[src/hdl/vtdi_pkg.sv]
// Package for the VLAN tag demux and insert block.
// Holds item kinds, sizes, tag constants and the controller command struct.
package vtdi_pkg;
	localparam int PORT_COUNT_DEF = 32;
	localparam int VID_SPACE_DEF  = 4096;
	localparam int HOLD_LEN       = 16;
	localparam int MAC_LEN        = 12;
	localparam logic [15:0] TAG_TYPE = 16'h8100;
	localparam logic [11:0] VID_MASK = 12'hfff;

	localparam logic [1:0] KIND_MAP   = 2'd0;
	localparam logic [1:0] KIND_TRUNK = 2'd1;
	localparam logic [1:0] KIND_PORT  = 2'd2;
	localparam logic [1:0] KIND_RSVD  = 2'd3;

	// Output source selects.
	localparam logic [1:0] SRC_IN   = 2'd0;
	localparam logic [1:0] SRC_HOLD = 2'd1;
	localparam logic [1:0] SRC_TAG  = 2'd2;

	// Commands from controller to datapath.
	typedef struct packed {
		logic       in_load;    // capture input item into datapath registers
		logic       hold_wr;    // write captured byte into header hold
		logic       map_wr;     // write both map tables
		logic       vid_rd;     // start lookup of VID from held header
		logic       emit;       // present one result
		logic [1:0] src;        // result byte source
		logic [3:0] idx;        // hold index or tag byte index
		logic [4:0] dest;
		logic       trunk;
		logic       last;
	} vtdi_cmd_t;

	// Status from datapath to controller.
	typedef struct packed {
		logic       vlan_hit;   // held ethertype equals tag type
		logic [4:0] lookup_port;
		logic [1:0] kind;
		logic [4:0] port;
		logic       eof;
		logic       clr_done;   // VID table clearing pass after reset is finished
	} vtdi_stat_t;
endpackage

[src/hdl/vtdi_ctrl.sv]
// Controller state machine: sequences capture, lookups and result bursts.
// Depends on vtdi_pkg.
module vtdi_ctrl import vtdi_pkg::*; #(
	parameter int PORT_COUNT = PORT_COUNT_DEF
) (
	input  logic       clk,
	input  logic       arst_n,
	input  logic       s_fire,
	input  logic       out_busy,
	input  vtdi_stat_t stat,
	output logic       s_ready,
	output vtdi_cmd_t  cmd
);
	localparam logic [2:0] ST_IDLE = 3'd0;
	localparam logic [2:0] ST_PROC = 3'd1;
	localparam logic [2:0] ST_LOOK = 3'd2;
	localparam logic [2:0] ST_FLSH = 3'd3;
	localparam logic [2:0] ST_TAG  = 3'd4;

	logic [2:0] state_q, state_d;
	logic [4:0] tpos_q, tpos_d;
	logic [4:0] tport_q, tport_d;
	logic [3:0] upos_q, upos_d;
	logic [3:0] cnt_q, cnt_d;
	logic [4:0] flen_q, flen_d;
	logic [4:0] fdest_q, fdest_d;
	logic       feof_q, feof_d;
	logic       native;
	logic [4:0] lp;

	assign native = (stat.port == 5'd0) || ({27'd0, stat.port} >= PORT_COUNT);
	assign lp = ({27'd0, stat.lookup_port} >= PORT_COUNT) ? 5'd0 : stat.lookup_port;
	assign s_ready = (state_q == ST_IDLE) && stat.clr_done;

	// Next-state and command logic.
	always_comb begin
		state_d = state_q;
		tpos_d  = tpos_q;
		tport_d = tport_q;
		upos_d  = upos_q;
		cnt_d   = cnt_q;
		flen_d  = flen_q;
		fdest_d = fdest_q;
		feof_d  = feof_q;
		cmd     = '0;
		cmd.in_load = s_fire;
		unique case (state_q)
			ST_IDLE: if (s_fire) state_d = ST_PROC;
			ST_PROC: begin
				priority if (stat.kind == KIND_MAP) begin
					cmd.map_wr = 1'b1;
					state_d = ST_IDLE;
				end else if (stat.kind == KIND_TRUNK) begin
					if (tpos_q == 5'(HOLD_LEN)) begin
						if (!out_busy) begin
							cmd.emit = 1'b1; cmd.src = SRC_IN;
							cmd.dest = tport_q; cmd.last = stat.eof;
							if (stat.eof) tpos_d = '0;
							state_d = ST_IDLE;
						end
					end else begin
						cmd.hold_wr = 1'b1;
						cmd.idx = tpos_q[3:0];
						if (tpos_q == 5'(HOLD_LEN - 1)) begin
							feof_d = stat.eof;
							state_d = ST_LOOK;
						end else if (stat.eof) begin
							tport_d = '0; tpos_d = '0;
							flen_d = tpos_q + 5'd1; fdest_d = '0; feof_d = 1'b1;
							cnt_d = '0; state_d = ST_FLSH;
						end else begin
							tpos_d = tpos_q + 5'd1;
							state_d = ST_IDLE;
						end
					end
				end else if (stat.kind == KIND_PORT) begin
					if (!out_busy) begin
						cmd.emit = 1'b1; cmd.src = SRC_IN; cmd.trunk = 1'b1;
						if (upos_q == 4'(MAC_LEN - 1) && !native) begin
							cnt_d = '0; state_d = ST_TAG;
						end else begin
							cmd.last = stat.eof;
							state_d = ST_IDLE;
							if (stat.eof) upos_d = '0;
							else if (upos_q < 4'(MAC_LEN)) upos_d = upos_q + 4'd1;
						end
					end
				end else begin
					state_d = ST_IDLE;
				end
			end
			ST_LOOK: begin
				// Lookup address comes from the held header; the registered result is valid in the next cycle.
				cmd.vid_rd = 1'b1;
				cnt_d = '0;
				state_d = ST_FLSH;
				flen_d = 5'h1f;
			end
			ST_FLSH: begin
				if (flen_q == 5'h1f) begin
					// Lookup result just arrived; settle the destination.
					fdest_d = stat.vlan_hit ? lp : 5'd0;
					tport_d = fdest_d;
					flen_d = (fdest_d != 5'd0) ? 5'(MAC_LEN) : 5'(HOLD_LEN);
					tpos_d = feof_q ? 5'd0 : 5'(HOLD_LEN);
				end else if (!out_busy) begin
					cmd.emit = 1'b1; cmd.src = SRC_HOLD; cmd.idx = cnt_q;
					cmd.dest = fdest_q;
					cmd.last = feof_q && ({1'b0, cnt_q} + 5'd1 == flen_q);
					cnt_d = cnt_q + 4'd1;
					if ({1'b0, cnt_q} + 5'd1 == flen_q) state_d = ST_IDLE;
				end
			end
			ST_TAG: begin
				if (!out_busy) begin
					cmd.emit = 1'b1; cmd.src = SRC_TAG; cmd.idx = cnt_q; cmd.trunk = 1'b1;
					cmd.last = stat.eof && (cnt_q == 4'd3);
					cnt_d = cnt_q + 4'd1;
					if (cnt_q == 4'd3) begin
						state_d = ST_IDLE;
						upos_d = stat.eof ? 4'd0 : 4'(MAC_LEN);
					end
				end
			end
			default: state_d = ST_IDLE;
		endcase
	end

	// Control registers.
	always_ff @(posedge clk or negedge arst_n) begin
		if (!arst_n) begin
			state_q <= ST_IDLE;
			tpos_q  <= '0;
			tport_q <= '0;
			upos_q  <= '0;
			cnt_q   <= '0;
			flen_q  <= '0;
			fdest_q <= '0;
			feof_q  <= 1'b0;
		end else begin
			state_q <= state_d;
			tpos_q  <= tpos_d;
			tport_q <= tport_d;
			upos_q  <= upos_d;
			cnt_q   <= cnt_d;
			flen_q  <= flen_d;
			fdest_q <= fdest_d;
			feof_q  <= feof_d;
		end
	end
endmodule

[config.mk]
export PLATFORM = sky130hd
export DESIGN_NAME = vtdi_ctrl
export DESIGN_NICKNAME = d
export VERILOG_FILES = /design/src/hdl/vtdi_pkg.sv /design/src/hdl/vtdi_ctrl.sv
export SDC_FILE = /design/constraint.sdc
export NUM_CORES = 1
export LEC_CHECK = 0
export BUFFER_PORTS_ARGS = -buffer_cell sky130_fd_sc_hd__buf_2
export CAP_MARGIN = 0
export CORE_MARGIN = 2
export CORE_UTILIZATION = 50
export CTS_BUF_LIST = sky130_fd_sc_hd__clkbuf_16
export CTS_CLUSTER_DIAMETER = 30
export DETAILED_ROUTE_END_ITERATION = 16
export GPL_TIMING_DRIVEN = 0
export MAX_ROUTING_LAYER = met4
export PLACE_DENSITY = 0.73
export SKIP_CTS_REPAIR_TIMING = 1
export SYNTH_ARGS = -nofsm -noshare
export SYNTH_HDL_FRONTEND = slang
export SYNTH_SLANG_ARGS = --single-unit
[constraint.sdc]
create_clock -name clk -period 3.87 [get_ports clk]
set_input_delay 0.1935 -clock clk [delete_from_list [all_inputs] [get_ports clk]]
set_output_delay 0.1935 -clock clk [all_outputs]
set_load 0.02 [all_outputs]
== Yosys cells after proc, flatten, opt, wreduce, memory -nomap -nowiden ==
Index checks and enable logic that the tools add are counted.
Cells by class
  add/subtract/negate cells: 4
  multipliers: 0
  divide/modulo/power cells: 0
  $lt $le $gt $ge: 1
  equality and inequality tests: 40
  shift operators: 0
  mux-type cells: 97
  bitwise gates (word level): 2
  reduce and logical (&&, ||, !) cells: 21
Operator list (count)
  2-to-1 mux 5 bit: 24
  2-to-1 mux 4 bit: 21
  2-to-1 mux 3 bit: 17
  != test 2 bit, second input constant: 16
  != test 3 bit, second input constant: 10
  one-hot mux 5 bit (2 select lines): 3
  2-to-1 mux 12 bit: 2
  one-hot mux 7 bit (3 select lines): 1
  AND reduction 7 bit: 3
  AND reduction 9 bit: 2
  one-hot mux 4 bit (4 select lines): 1
  one-hot mux 3 bit (5 select lines): 1
  one-hot mux 5 bit (3 select lines): 1
  2-to-1 mux 1 bit: 14
  2-to-1 mux 14 bit: 1
  2-to-1 mux 2 bit: 6
  equality test 5 bit, second input constant: 2
  != test 5 bit, second input constant: 2
  2-to-1 mux 9 bit: 1
  adder 4 x 1 -> 4 bit, second input constant: 2
  one-hot mux 4 bit (2 select lines): 1
  AND reduction 8 bit: 1
  2-to-1 mux 7 bit: 1
  equality test 3 x 2 -> 1 bit, second input constant: 2
  other kinds (24): 30
Storage, ports and cells
  bits in registers: 27
  bits in latches: 0
  RAM bits: 0
  memory bits (read-only): 0
  output and inout port bits: 19
  logic and storage cells: 172
  memories: 0

== Depth between registers and ports, before layout ==
  word-level depth: 9
  depth in mapped cells: 9
  mapped depth without buffers: 8

== Worst setup path after synthesis ==
No wires, ideal clock.
  kind: reg2reg
  from: register tpos_q[0]
  to: register fdest_q[0]
  setup time: 125 ps
  arrival time: 2019 ps
  setup slack: 1726 ps
  stages on the path, launching flop included: 9
  cell sequence: dfrtp_1 > ha_1 > and3_1 > ha_1 > inv_1 > nand3b_1 > o21ai_2 > a21boi_2 > mux2_2
Between the ends
  word-level cells in the longest chain between the ends: 3
Ends and longest elaborated chain
  start, declared: line vtdi_ctrl.sv:21  | logic [4:0] tpos_q, tpos_d;
  start signal, assigned: line vtdi_ctrl.sv:142  | tpos_q <= tpos_d;
  equality test 5 x 4 -> 1 bit or equality test 5 bit (tied branches): line vtdi_ctrl.sv:64, vtdi_ctrl.sv:54
  != test 2 bit (no source line)
  AND reduction 7 bit (no source line) *
  end signal, assigned: line vtdi_ctrl.sv:147  | fdest_q <= fdest_d;
  end, declared: line vtdi_ctrl.sv:26  | logic [4:0] fdest_q, fdest_d;
Every way passes the cells marked *; elsewhere a longest branch is shown, timed or not.
A chain may end at the register's enable or synchronous reset.

==> flow_metrics.py <==
metrics = {
    "floorplan": {
        "start_util_pct": 51.70,
        "die_w_um": 68.32,
        "placeableCoreArea_um2": 4000,
        "io-pin-count": 38,
        "die-area_um2": 4667,
        "die-height_um": 68.32,
        "num_rows": 23,
    },
    "grt": {
        "grt_pass1_wl_um": 8286,
        "grt_remaining_overflow": 0,
        "antenna_found_initial": 0,
        "grt_util_met2_pct": 39.81,
        "use_met3_pct": 4.112,
        "grt_pass1_vias": 1807,
        "globalRouteMet1Util_pct": 30.77,
        "grt_max_degree": 28,
        "busiest_layer": "met2",
        "track_usage_pct": 23.80,
    },
    "clock_tree": {
        "tritoncts": "done",
        "clockRootBuffer": "clkbuf_16",
        "cts_max_level": 1,
        "clk_latency_ns": 0.26,
        "cts.sinks": 27,
        "clkTransAtPathRegs_ns": 0.07,
        "clockBufferDepth": 2,
        "cts_inserted_buffers": 3,
    },
    "yosys": {
        "synthCells": 225,
        "synthXorXnorAreaFrac_pct": 2.541,
        "yosysSeqAreaShare_pct": 32.67,
        "synth_mux_area_share_pct": 6.110,
        "yosysMostFrequentCell": "dfrtp_1",
        "yosysWarnings": 0,
        "yosys.area_share.simple_pct": 25.35,
        "async_reset_ff_share_pct": 100.0,
        "synth_flop_cell": "dfrtp_1",
        "synth_seq_cells": 27,
        "synth_top_area_share_pct": 32.67,
        "synth_compound_area_share_pct": 22.38,
        "synth_area_leader_cell": "dfrtp_1",
        "yosys.area_share.adder_pct": 5.929,
        "synth_cell_types": 63,
        "synth_edf_count": 0,
        "syn_area_per_cell_um2": 9.192,
        "synthTopCellsByArea": "dfrtp_1 33%, ha_1 5.4%, mux2_2 4.4%, a21oi_1 3.9%, a22o_1 3.4%",
        "synth_top_family_by_area": "simple AND/OR/NAND/NOR gates",
        "synthTopCellsByCount": "27 x dfrtp_1, 16 x a21oi_1, 13 x nor2_1, 12 x nand2_1",
        "syn_nets": 253,
        "syn_area_um2": 2068,
    },
    "detailed_routing": {
        "first_iter_violations": 111,
        "drc_errors": 0,
        "first_pass_iters": 4,
        "via_per_inst": 5.909,
        "num_vias": 1873,
        "postRouteAntennaNets": 0,
        "drt-wirelength-per-cell_um": 15.43,
        "drt_wl_total_um": 4891,
    },
    "timing": {
        "drv_slew": 0,
        "whs_ns": 0.2697,
        "period_share_pct": 68.49,
        "clock_skew_ns": 0.006417,
        "fin_setup_tns_ns": 0,
        "layout_min_cycle_time_ns": 2.651,
        "hold_viol_final": 0,
        "maxSlewHeadroom_pct": 58.64,
        "rsz0062_at_grt": "no",
        "setup_viol": 0,
        "max_freq_ghz": 0.3773,
        "tightest_slew_ns": 0.6204,
    },
    "power": {
        "ir_drop_uv": 388.7,
        "power_density_nw_per_um2": 604.2,
        "power_leakage_uw": 0.001164,
    },
    "cells_and_area": {
        "area_growth_pct": 16.45,
        "num_antenna_cells": 0,
        "multi_input_area_um2": 1289,
        "drive_gt1_share_pct": 27.34,
        "regArea_um2": 675.6,
        "final.fill_count": 363,
        "nNetsFinal": 296,
    },
    "critical_path": {
        "arrival_ns": 2.46,
        "startpoint_type": "flip-flop",
        "crit_required_ns": 3.68,
        "critPathKind": "reg -> out",
        "worstPathMaxFanout": 10,
        "worst_setup_path_end_kind": "output pin",
    },
    "place": {
        "dp_hpwl_um": 3776,
        "place.gp.congestion": 0.8939,
        "io_buffers": 37,
    },
    "min_path": {
        "hp-class": "in -> reg",
    },
    "status": {
        "outcome": "finished clean",
    },
    "job": {
        "cap_violations": 0,
    },
}
## flip-flops by register name (all words and copies together) (netlist names)
signal / cells
flen_q: 5
cnt_q: 4
tpos_q: 5
state_q: 3
feof_q: 1
upos_q: 4
fdest_q: 5
## worst paths after layout
| path | to | cells after the start | slack (ns) | start |
|---|---|---|---|---|
| max reg2reg | fdest_q[3]$_DFFE_PN0P_ | 8 | 1.42 | tpos_q[0]$_DFFE_PN0P_ |
| max in group asynchronous | flen_q[2]$_DFFE_PN0P_ | 2 | 2.98 | arst_n |
| max | cmd[2] | 7 | 1.22 | state_q[2]$_DFFE_PN0P_ |
| min reg2reg | fdest_q[1]$_DFFE_PN0P_ | 1 | 0.48 | fdest_q[1]$_DFFE_PN0P_ |
| min | state_q[2]$_DFFE_PN0P_ | 3 | 0.27 | out_busy |
| min in group asynchronous | fdest_q[0]$_DFFE_PN0P_ | 2 | 0.48 | arst_n |
## cell families (layout without fill, tap and decap cells)
kind of cell | after synthesis | after routing
compound gates | 65 | 65
xor+xnor | 6 | 6
fa+ha+maj | 10 | 10
buf+inv | 22 | 64
flops | 27 | 27
mux | 11 | 11
simple gates | 84 | 84
## critical path, stage by stage (launching register included)
cell and delay, ns:
dfrtp_1 0.43, buf_6 0.17, nand3b_1 0.25, a21oi_1 0.42, a21oi_1 0.12, nor3_1 0.45, and2_1 0.20, buf_2 0.16
## routing by layer
layer  share of wire, %  vias up
met2                 49       52
met3                5.4        6
met5                  0        -
li1                   -      922
met4               0.59        0
met1                 45      893
## stage by stage
stage	instances	setup slack (ns)	area (um^2)	total power (uW)	util [%]
after floorplan	225	1.726	2068	1018	-
after global placement	312	1.304	2316	1188	57.90
after detailed placement	312	1.306	2316	1206	57.90
after CTS	316	1.221	2399	1454	59.96
after global routing	317	1.023	2409	1568	60.21
final	317	1.219	2409	1455	60.21
## area by class of cell
| cell class | instances | share of cell area, % |
|---|---|---|
| Clock buffer | 3 | 3.117 |
| Multi-Input combinational cell | 176 | 53.51 |
| Clock inverter | 1 | 0.3117 |
| Tap cell | 50 | 2.597 |
| Sequential cell | 27 | 28.05 |
| Buffer | 13 | 2.909 |
| Inverter | 9 | 1.403 |
| Timing Repair Buffer | 38 | 8.104 |
## where the power goes
group,switching (uW),internal (uW)
Clock,100,141
Sequential,93.7,386
Combinational,418,317
## placed cells by master, fill, tap and decap left out, types with 5 or more instances in the layout
master and n:
o21ai_0 8, and2_1 8, buf_2 45, mux2_2 8, nand2b_1 7, ha_1 9
inv_1 9, nor2b_1 5, nand2_1 12, and3_1 9, a21oi_1 16, nor2_1 13
nand3_1 7, xnor2_1 5, dfrtp_1 27, a31oi_1 5, a22o_1 8
Note: power is estimated with default switching activity, not from simulation.
